## src/rtl/hrrn_pkg.sv

```systemverilog
// ----------------------------------------------------------------------------
// HRRN scheduler package
// Shared types, codes and defaults for the task scheduler.
// ----------------------------------------------------------------------------
`default_nettype none

package hrrn_pkg;

    localparam int DEFAULT_TABLE_DEPTH = 16;

    localparam logic [31:0] TIME_MAX = 32'hFFFF_FFFF;

    localparam logic ACT_ADD  = 1'b0;
    localparam logic ACT_STEP = 1'b1;

    localparam logic [2:0] ST_ADDED    = 3'd0;
    localparam logic [2:0] ST_FULL     = 3'd1;
    localparam logic [2:0] ST_DISPATCH = 3'd2;
    localparam logic [2:0] ST_IDLE     = 3'd3;
    localparam logic [2:0] ST_EMPTY    = 3'd4;

    typedef struct packed {
        logic        action;
        logic [7:0]  task_id;
        logic [15:0] arrival_time;
        logic [15:0] service_time;
    } request_t;

    typedef struct packed {
        logic [2:0]  status;
        logic [7:0]  chosen_id;
        logic [31:0] start_time;
        logic [31:0] finish_time;
    } result_t;

    typedef struct packed {
        logic [7:0]  label;
        logic [15:0] arrival;
        logic [15:0] service;
    } entry_t;

endpackage

`default_nettype wire

```

## src/rtl/hrrn_ram.sv

```systemverilog
// ----------------------------------------------------------------------------
// HRRN generic RAM
// One write port, one read port, registered read data.
// ----------------------------------------------------------------------------
`default_nettype none

module hrrn_ram #(
    parameter int WIDTH = 8,
    parameter int DEPTH = 16,
    localparam int AddrW = (DEPTH > 1) ? $clog2(DEPTH) : 1
) (
    input  wire logic             clk,
    input  wire logic             wr_en,
    input  wire logic [AddrW-1:0] wr_addr,
    input  wire logic [WIDTH-1:0] wr_data,
    input  wire logic [AddrW-1:0] rd_addr,
    output logic      [WIDTH-1:0] rd_data
);

    logic [WIDTH-1:0] mem [DEPTH];

    always_ff @(posedge clk)
    begin
        if (wr_en)
        begin
            mem[wr_addr] <= wr_data;
        end
        rd_data <= mem[rd_addr];
    end

endmodule

`default_nettype wire

```

## src/rtl/hrrn_task_scheduler_top.sv

```systemverilog
// Add, table-full reject and step on an empty table give their result in the cycle
// after the request; busy stays low.
// Step: S_LOAD loads the oldest entry; S_EVAL passes each later entry that is skipped or
// wins a tie rule, else S_EVAL, S_MULB and S_CMP do a ratio compare on the shared
// multiplier; S_FINAL decides; the result follows, then S_SHIFT moves entries down, busy high.
// Results cannot be stalled. Reset clears count, time and controller, not the table RAM.
// ----------------------------------------------------------------------------
// HRRN task scheduler top level
// Task table in RAM, one sequencer and one shared ratio multiplier.
// ----------------------------------------------------------------------------
`default_nettype none

module hrrn_task_scheduler_top #(
    parameter int TABLE_DEPTH = hrrn_pkg::DEFAULT_TABLE_DEPTH
) (
    input  wire logic              clk,
    input  wire logic              rst_n,
    input  wire logic              start,
    input  wire hrrn_pkg::request_t request,
    output logic                   busy,
    output logic                   done,
    output hrrn_pkg::result_t      result
);

    localparam int ADDR_W = $clog2(TABLE_DEPTH);
    localparam int CNT_W  = $clog2(TABLE_DEPTH + 1);
    localparam int CMP_W  = ADDR_W + 1;

    typedef enum logic [6:0] {
        S_IDLE  = 7'b0000001,
        S_LOAD  = 7'b0000010,
        S_EVAL  = 7'b0000100,
        S_MULB  = 7'b0001000,
        S_CMP   = 7'b0010000,
        S_FINAL = 7'b0100000,
        S_SHIFT = 7'b1000000
    } state_t;

    state_t                 state_reg,  state_next;
    logic [CNT_W-1:0]       count_reg,  count_next;
    logic [31:0]            now_reg,    now_next;
    logic                   done_reg,   done_next;
    hrrn_pkg::result_t      result_reg, result_next;
    logic [ADDR_W-1:0]      idx_reg,    idx_next;
    logic [ADDR_W-1:0]      cidx_reg,   cidx_next;
    hrrn_pkg::entry_t       cand_reg,   cand_next;
    hrrn_pkg::entry_t       ent_reg,    ent_next;
    logic signed [50:0]     proda_reg,  proda_next;
    logic signed [50:0]     prodb_reg,  prodb_next;

    logic                   wr_en;
    logic [ADDR_W-1:0]      wr_addr;
    hrrn_pkg::entry_t       wr_data;
    logic [ADDR_W-1:0]      rd_addr;
    hrrn_pkg::entry_t       rd_data;

    logic [15:0]            n_arr;
    logic [15:0]            n_serv;
    logic signed [33:0]     n_val;
    logic [15:0]            mul_s;
    logic signed [50:0]     mul_p;

    logic [CMP_W-1:0]       count_ext;
    logic [CMP_W-1:0]       idx_inc;
    logic [CMP_W-1:0]       idx_inc2;
    logic [CMP_W-1:0]       cidx_inc;
    logic [32:0]            finish_sum;
    logic [31:0]            finish_sat;
    logic                   accept;
    logic                   table_full;

    hrrn_ram #(
        .WIDTH($bits(hrrn_pkg::entry_t)),
        .DEPTH(TABLE_DEPTH)
    ) u_table (
        .clk    (clk),
        .wr_en  (wr_en),
        .wr_addr(wr_addr),
        .wr_data(wr_data),
        .rd_addr(rd_addr),
        .rd_data(rd_data)
    );

    assign busy   = (state_reg != S_IDLE);
    assign done   = done_reg;
    assign result = result_reg;

    assign accept     = start && !busy;
    assign table_full = (count_reg == CNT_W'(TABLE_DEPTH));
    assign count_ext  = CMP_W'(count_reg);
    assign idx_inc    = CMP_W'(idx_reg) + CMP_W'(1);
    assign idx_inc2   = CMP_W'(idx_reg) + CMP_W'(2);
    assign cidx_inc   = CMP_W'(cidx_reg) + CMP_W'(1);
    assign finish_sum = {1'b0, now_reg} + {17'b0, cand_reg.service};
    assign finish_sat = finish_sum[32] ? hrrn_pkg::TIME_MAX : finish_sum[31:0];

    always_comb
    begin
        if (state_reg == S_MULB)
        begin
            n_arr  = ent_reg.arrival;
            n_serv = ent_reg.service;
            mul_s  = cand_reg.service;
        end
        else
        begin
            n_arr  = cand_reg.arrival;
            n_serv = cand_reg.service;
            mul_s  = rd_data.service;
        end
    end

    assign n_val = signed'({2'b00, now_reg} - {18'b0, n_arr} + {18'b0, n_serv});
    assign mul_p = 51'(n_val) * 51'(signed'({1'b0, mul_s}));

    always_comb
    begin
        state_next  = state_reg;
        count_next  = count_reg;
        now_next    = now_reg;
        done_next   = 1'b0;
        result_next = result_reg;
        idx_next    = idx_reg;
        cidx_next   = cidx_reg;
        cand_next   = cand_reg;
        ent_next    = ent_reg;
        proda_next  = proda_reg;
        prodb_next  = prodb_reg;
        wr_en       = 1'b0;
        wr_addr     = count_reg[ADDR_W-1:0];
        wr_data     = hrrn_pkg::entry_t'({request.task_id, request.arrival_time,
                                          request.service_time});
        rd_addr     = idx_inc[ADDR_W-1:0];

        unique case (state_reg)
            S_IDLE:
            begin
                rd_addr  = '0;
                idx_next = '0;
                if (accept)
                begin
                    result_next = '0;
                    if (request.action == hrrn_pkg::ACT_ADD)
                    begin
                        done_next = 1'b1;
                        if (table_full)
                        begin
                            result_next.status = hrrn_pkg::ST_FULL;
                        end
                        else
                        begin
                            wr_en              = 1'b1;
                            count_next         = count_reg + CNT_W'(1);
                            result_next.status = hrrn_pkg::ST_ADDED;
                        end
                    end
                    else if (count_reg == '0)
                    begin
                        done_next          = 1'b1;
                        result_next.status = hrrn_pkg::ST_EMPTY;
                    end
                    else
                    begin
                        state_next = S_LOAD;
                    end
                end
            end

            S_LOAD:
            begin
                cand_next = rd_data;
                cidx_next = '0;
                idx_next  = idx_inc[ADDR_W-1:0];
                state_next = (idx_inc < count_ext) ? S_EVAL : S_FINAL;
            end

            S_EVAL:
            begin
                ent_next   = rd_data;
                proda_next = mul_p;
                if ({16'b0, rd_data.arrival} > now_reg)
                begin
                    idx_next   = idx_inc[ADDR_W-1:0];
                    state_next = (idx_inc < count_ext) ? S_EVAL : S_FINAL;
                end
                else if ((cand_reg.arrival == rd_data.arrival &&
                          cand_reg.service > rd_data.service) ||
                         (cand_reg.service == rd_data.service &&
                          cand_reg.arrival > rd_data.arrival))
                begin
                    cand_next  = rd_data;
                    cidx_next  = idx_reg;
                    idx_next   = idx_inc[ADDR_W-1:0];
                    state_next = (idx_inc < count_ext) ? S_EVAL : S_FINAL;
                end
                else
                begin
                    state_next = S_MULB;
                end
            end

            S_MULB:
            begin
                prodb_next = mul_p;
                state_next = S_CMP;
            end

            S_CMP:
            begin
                if (proda_reg < prodb_reg)
                begin
                    cand_next = ent_reg;
                    cidx_next = idx_reg;
                end
                idx_next   = idx_inc[ADDR_W-1:0];
                state_next = (idx_inc < count_ext) ? S_EVAL : S_FINAL;
            end

            S_FINAL:
            begin
                done_next   = 1'b1;
                result_next = '0;
                rd_addr     = cidx_inc[ADDR_W-1:0];
                idx_next    = cidx_reg;
                state_next  = S_IDLE;
                if ({16'b0, cand_reg.arrival} > now_reg)
                begin
                    result_next.status = hrrn_pkg::ST_IDLE;
                    if (now_reg != hrrn_pkg::TIME_MAX)
                    begin
                        now_next = now_reg + 32'd1;
                    end
                end
                else
                begin
                    result_next.status      = hrrn_pkg::ST_DISPATCH;
                    result_next.chosen_id   = cand_reg.label;
                    result_next.start_time  = now_reg;
                    result_next.finish_time = finish_sat;
                    now_next                = finish_sat;
                    count_next              = count_reg - CNT_W'(1);
                    if (cidx_inc < count_ext)
                    begin
                        state_next = S_SHIFT;
                    end
                end
            end

            S_SHIFT:
            begin
                wr_en    = 1'b1;
                wr_addr  = idx_reg;
                wr_data  = rd_data;
                rd_addr  = idx_inc2[ADDR_W-1:0];
                idx_next = idx_inc[ADDR_W-1:0];
                if (!(idx_inc < count_ext))
                begin
                    state_next = S_IDLE;
                end
            end

            default:
            begin
                state_next = S_IDLE;
            end
        endcase
    end

    always_ff @(posedge clk or negedge rst_n)
    begin
        if (!rst_n)
        begin
            state_reg <= S_IDLE;
            count_reg <= '0;
            now_reg   <= '0;
            done_reg  <= 1'b0;
        end
        else
        begin
            state_reg <= state_next;
            count_reg <= count_next;
            now_reg   <= now_next;
            done_reg  <= done_next;
        end
    end

    always_ff @(posedge clk)
    begin
        result_reg <= result_next;
        idx_reg    <= idx_next;
        cidx_reg   <= cidx_next;
        cand_reg   <= cand_next;
        ent_reg    <= ent_next;
        proda_reg  <= proda_next;
        prodb_reg  <= prodb_next;
    end

`ifndef SYNTHESIS
    a_full_reject: assert property (@(posedge clk) disable iff (!rst_n)
        (accept && request.action == hrrn_pkg::ACT_ADD && table_full)
        |=> (done && result.status == hrrn_pkg::ST_FULL && count_reg == $past(count_reg)))
        else $error("add to a full table not rejected");

    a_step_busy: assert property (@(posedge clk) disable iff (!rst_n)
        (accept && request.action == hrrn_pkg::ACT_STEP && count_reg != '0)
        |=> (busy && !done))
        else $error("step on a non-empty table did not start a scan");

    a_time_mono: assert property (@(posedge clk) disable iff (!rst_n)
        1'b1 |=> (now_reg >= $past(now_reg)))
        else $error("time counter moved backward");

    a_finish_order: assert property (@(posedge clk) disable iff (!rst_n)
        (done && result.status == hrrn_pkg::ST_DISPATCH)
        |-> (result.finish_time >= result.start_time && now_reg == result.finish_time))
        else $error("dispatch times inconsistent");
`endif

endmodule

`default_nettype wire
```

## config.mk

```make
export PLATFORM = sky130hd
export DESIGN_NAME = hrrn_task_scheduler_top
export DESIGN_NICKNAME = d
export VERILOG_FILES = /design/src/rtl/hrrn_pkg.sv /design/src/rtl/hrrn_ram.sv /design/src/rtl/hrrn_task_scheduler_top.sv
export SDC_FILE = /design/constraint.sdc
export NUM_CORES = 2
export LEC_CHECK = 0
export ABC_AREA = 1
export BUFFER_PORTS_ARGS = -buffer_cell sky130_fd_sc_hd__buf_2
export CAP_MARGIN = 40
export CORE_MARGIN = 3
export CORE_UTILIZATION = 38
export CTS_CLUSTER_SIZE = 14
export DETAILED_ROUTE_END_ITERATION = 12
export PLACE_DENSITY_LB_ADDON = 0.15
export SLEW_MARGIN = 10
export SYNTH_ARGS = -nofsm -noshare
export SYNTH_HDL_FRONTEND = slang
export SYNTH_SLANG_ARGS = --single-unit
```

## constraint.sdc

```tcl
create_clock -name clk -period 35.6 [get_ports clk]
set_clock_uncertainty 0.15 [all_clocks]
set_input_delay 3.56 -clock clk [delete_from_list [all_inputs] [get_ports clk]]
set_output_delay 3.56 -clock clk [all_outputs]
set_load 0.005 [all_outputs]
```

==> qor.yml <==
yosys.area_share.xor_xnor: 0.01416
synthFlopType: "edfxtp_1"
nets: 7736
firstDrtPassIters: 5
postRouteAntennaNets: 0
grt.overflow.total: 0
fin_ws_ns: 23.70
start_util: 0.3835
rows: 152
crit_fanout: 53
rsz0062_at_grt: "no"
critPathKind: "reg2reg"
num_io_pins: 121
wire_per_inst_um: 22.24
cts_buffers: 113
ys_types: 65
synth-adder-area-share: 0.2146
diodes: 0
wl_met2_um: 95230
drt-vias-per-instance: 5.154
synth_area_sq_um: 66090
final_layout_size_suffix_gt1_frac: 0.1003
htree_levels: 3
max_freq_ghz: 0.08406
synth.mux.area_fraction: 0.002272
die-area_sq_um: 179000
numPortBuffers: 120
drc_errors: 0
cts_resized: 0
cts_setup_buffers: 0
slew_headroom: 0.2865
multi_input_area_sq_um: 31400
die_w_um: 423.0
synth_edf_count: 905
cp.required_ns: 36.02
ys_async_sr_fraction: 0.04545
cts_buffer_depth: 3
crit_top_cell: "nand2_1"
ff_latch_area_sq_um: 29100
syn-num-nets: 7614
cpMaxStageDelayCell: "nor4_1"
status: "complete, no violations"
synth_compound_area_frac: 0.07558
wl_met1_um: 93810
largest_reg_flops: 640
cp_data_arrival_time_ns: 12.32
cts_hold_buf: 0
synth.yosys.seq_area_share: 0.4404
hold_viol_final: 0
antenna_found_initial: 0
drt_iter0_drc: 3852
cts_tree: "yes"
maxCapViolCount: 0
layout_commonest_cell: "nand2_1"
grt_pass1_wl_um: 312100
clkTransAtPathRegs_ns: 0.06
coreArea_sq_um: 172300
endpoint_kind: "flip-flop"
grt_pass1_vias: 47832
dieHeight_um: 423.0
tns_ns: 0
synth_cells: 6749
ctsRootBufferMaster: "clkbuf_16"
mostFrequentLayoutCells: "nand2_1 (1241), inv_1 (1204), edfxtp_1 (905)"
fin_crit_ns: 11.90
synthSimpleGateAreaFrac: 0.1648
syn2layout_area_growth_pct: 11.96
slowest_delay_ns: 0.67
setup.worst_path.start_class: "flip-flop"
grt_use_total: 0.2315
synth_seq_cells: 990
tightestPinTransition_ns: 1.061
dp_slack_ns: 23.90
avgSynthCellArea_sq_um: 9.792
highest_layer: "met4"
route.vias.total: 47836
gp_congestion: 0.9130
wl_um: 206400
hold_path.class: "reg2reg"
maxSlewViolCount: 0
finalCritPeriodShare: 0.3342
insertion_delay_ns: 0.76
grt_max_degree: 191
setup_viol: 0
place_hpwl_um: 147300
ys_warn_count: 0
synth_top_family_by_area: "adder cells"
fillers: 16787
dr_wl_met3_um: 9893
clock_sinks: 990
-- critical path, delay by kind of cell (launching register included) --
family / cells / cell delay [ns]
buffers and inverters: 9 / 1.40
adder cells (fa/ha/maj): 10 / 4.46
flip-flops: 1 / 0.55
AND/OR/NAND/NOR: 25 / 4.23
XOR/XNOR: 2 / 0.38
AO/OA/AOI/OAI: 3 / 0.48
-- per-layer routing --
layer | track usage | up-vias
met5 | 0 | -
met3 | 0.02653 | 305
met2 | 0.3719 | 1337
met4 | 0.07544 | 0
li1 | - | 22247
met1 | 0.3274 | 23947
-- Yosys cell counts (15+ instances only) --
master | instances | area, sq um
buf_2 | 69 | 345.3
nor4_1 | 16 | 100.1
inv_1 | 1206 | 4527
o211ai_1 | 234 | 1757
nand4_1 | 34 | 212.7
edfxtp_1 | 905 | 27180
inv_2 | 28 | 105.1
or2_1 | 36 | 225.2
nand3_1 | 483 | 2417
dfxtp_1 | 40 | 800.8
nor2_1 | 442 | 1659
buf_6 | 15 | 168.9
o21ai_0 | 290 | 1451
a21oi_1 | 204 | 1021
clkbuf_1 | 136 | 510.5
ha_1 | 300 | 3754
mux2i_1 | 15 | 150.1
nor3_1 | 36 | 180.2
xor2_1 | 76 | 665.6
a31oi_1 | 21 | 131.4
nand2_1 | 1243 | 4666
nand2_2 | 35 | 219.0
dfrtp_1 | 44 | 1101
xnor2_1 | 29 | 254.0
or2_2 | 122 | 763.2
fa_1 | 521 | 10430
-- logic make-up after synthesis --
kind of cell | Yosys count
buffers and inverters | 1491
muxes | 15
xor gates and xnor gates | 106
DFF | 990
adders and majority gates | 821
AOI/OAI and AO/OA | 829
and+or+nand+nor | 2497
-- per-stage QoR --
stage / area (sq um) / hold WS (ns) / std cells / utilization
2_1_floorplan: 66090 / 0.2582 / 6749 / -
3_3_place_gp: 69440 / 0.2717 / 9030 / 0.4030
3_5_place_dp: 70170 / 0.2687 / 9066 / 0.4073
4_1_cts: 73990 / 0.2828 / 9282 / 0.4294
5_1_grt: 73990 / 0.3117 / 9282 / 0.4294
6_report: 73990 / 0.2833 / 9282 / 0.4294
-- worst paths after layout --
| path | from | end | slack [ns] | cells after the start |
|---|---|---|---|---|
| max | state_reg[0] | prodb_reg[46] | 23.70 | 49 |
| min | u_table.rd_data[36] | ent_reg[36] | 0.28 | 0 |
| max reg2reg | state_reg[0] | prodb_reg[46] | 23.70 | 49 |
| min reg2reg | u_table.rd_data[36] | ent_reg[36] | 0.28 | 0 |
| max in group asynchronous | rst_n | now_reg[28] | 32.02 | 2 |
| min in group asynchronous | rst_n | done | 2.78 | 2 |
-- layout make-up --
class | count | area share
clock inverters | 48 | 0.008455
flip-flops and latches | 990 | 0.3933
multi-input cells | 4268 | 0.4244
repair buffers | 255 | 0.02837
well taps | 2310 | 0.03906
clock buffers | 168 | 0.04317
inverters | 1243 | 0.06319
Power is left out: the tool's default activity adds up to more than one toggle a clock period on the data nets, which glitch-free logic cannot reach.
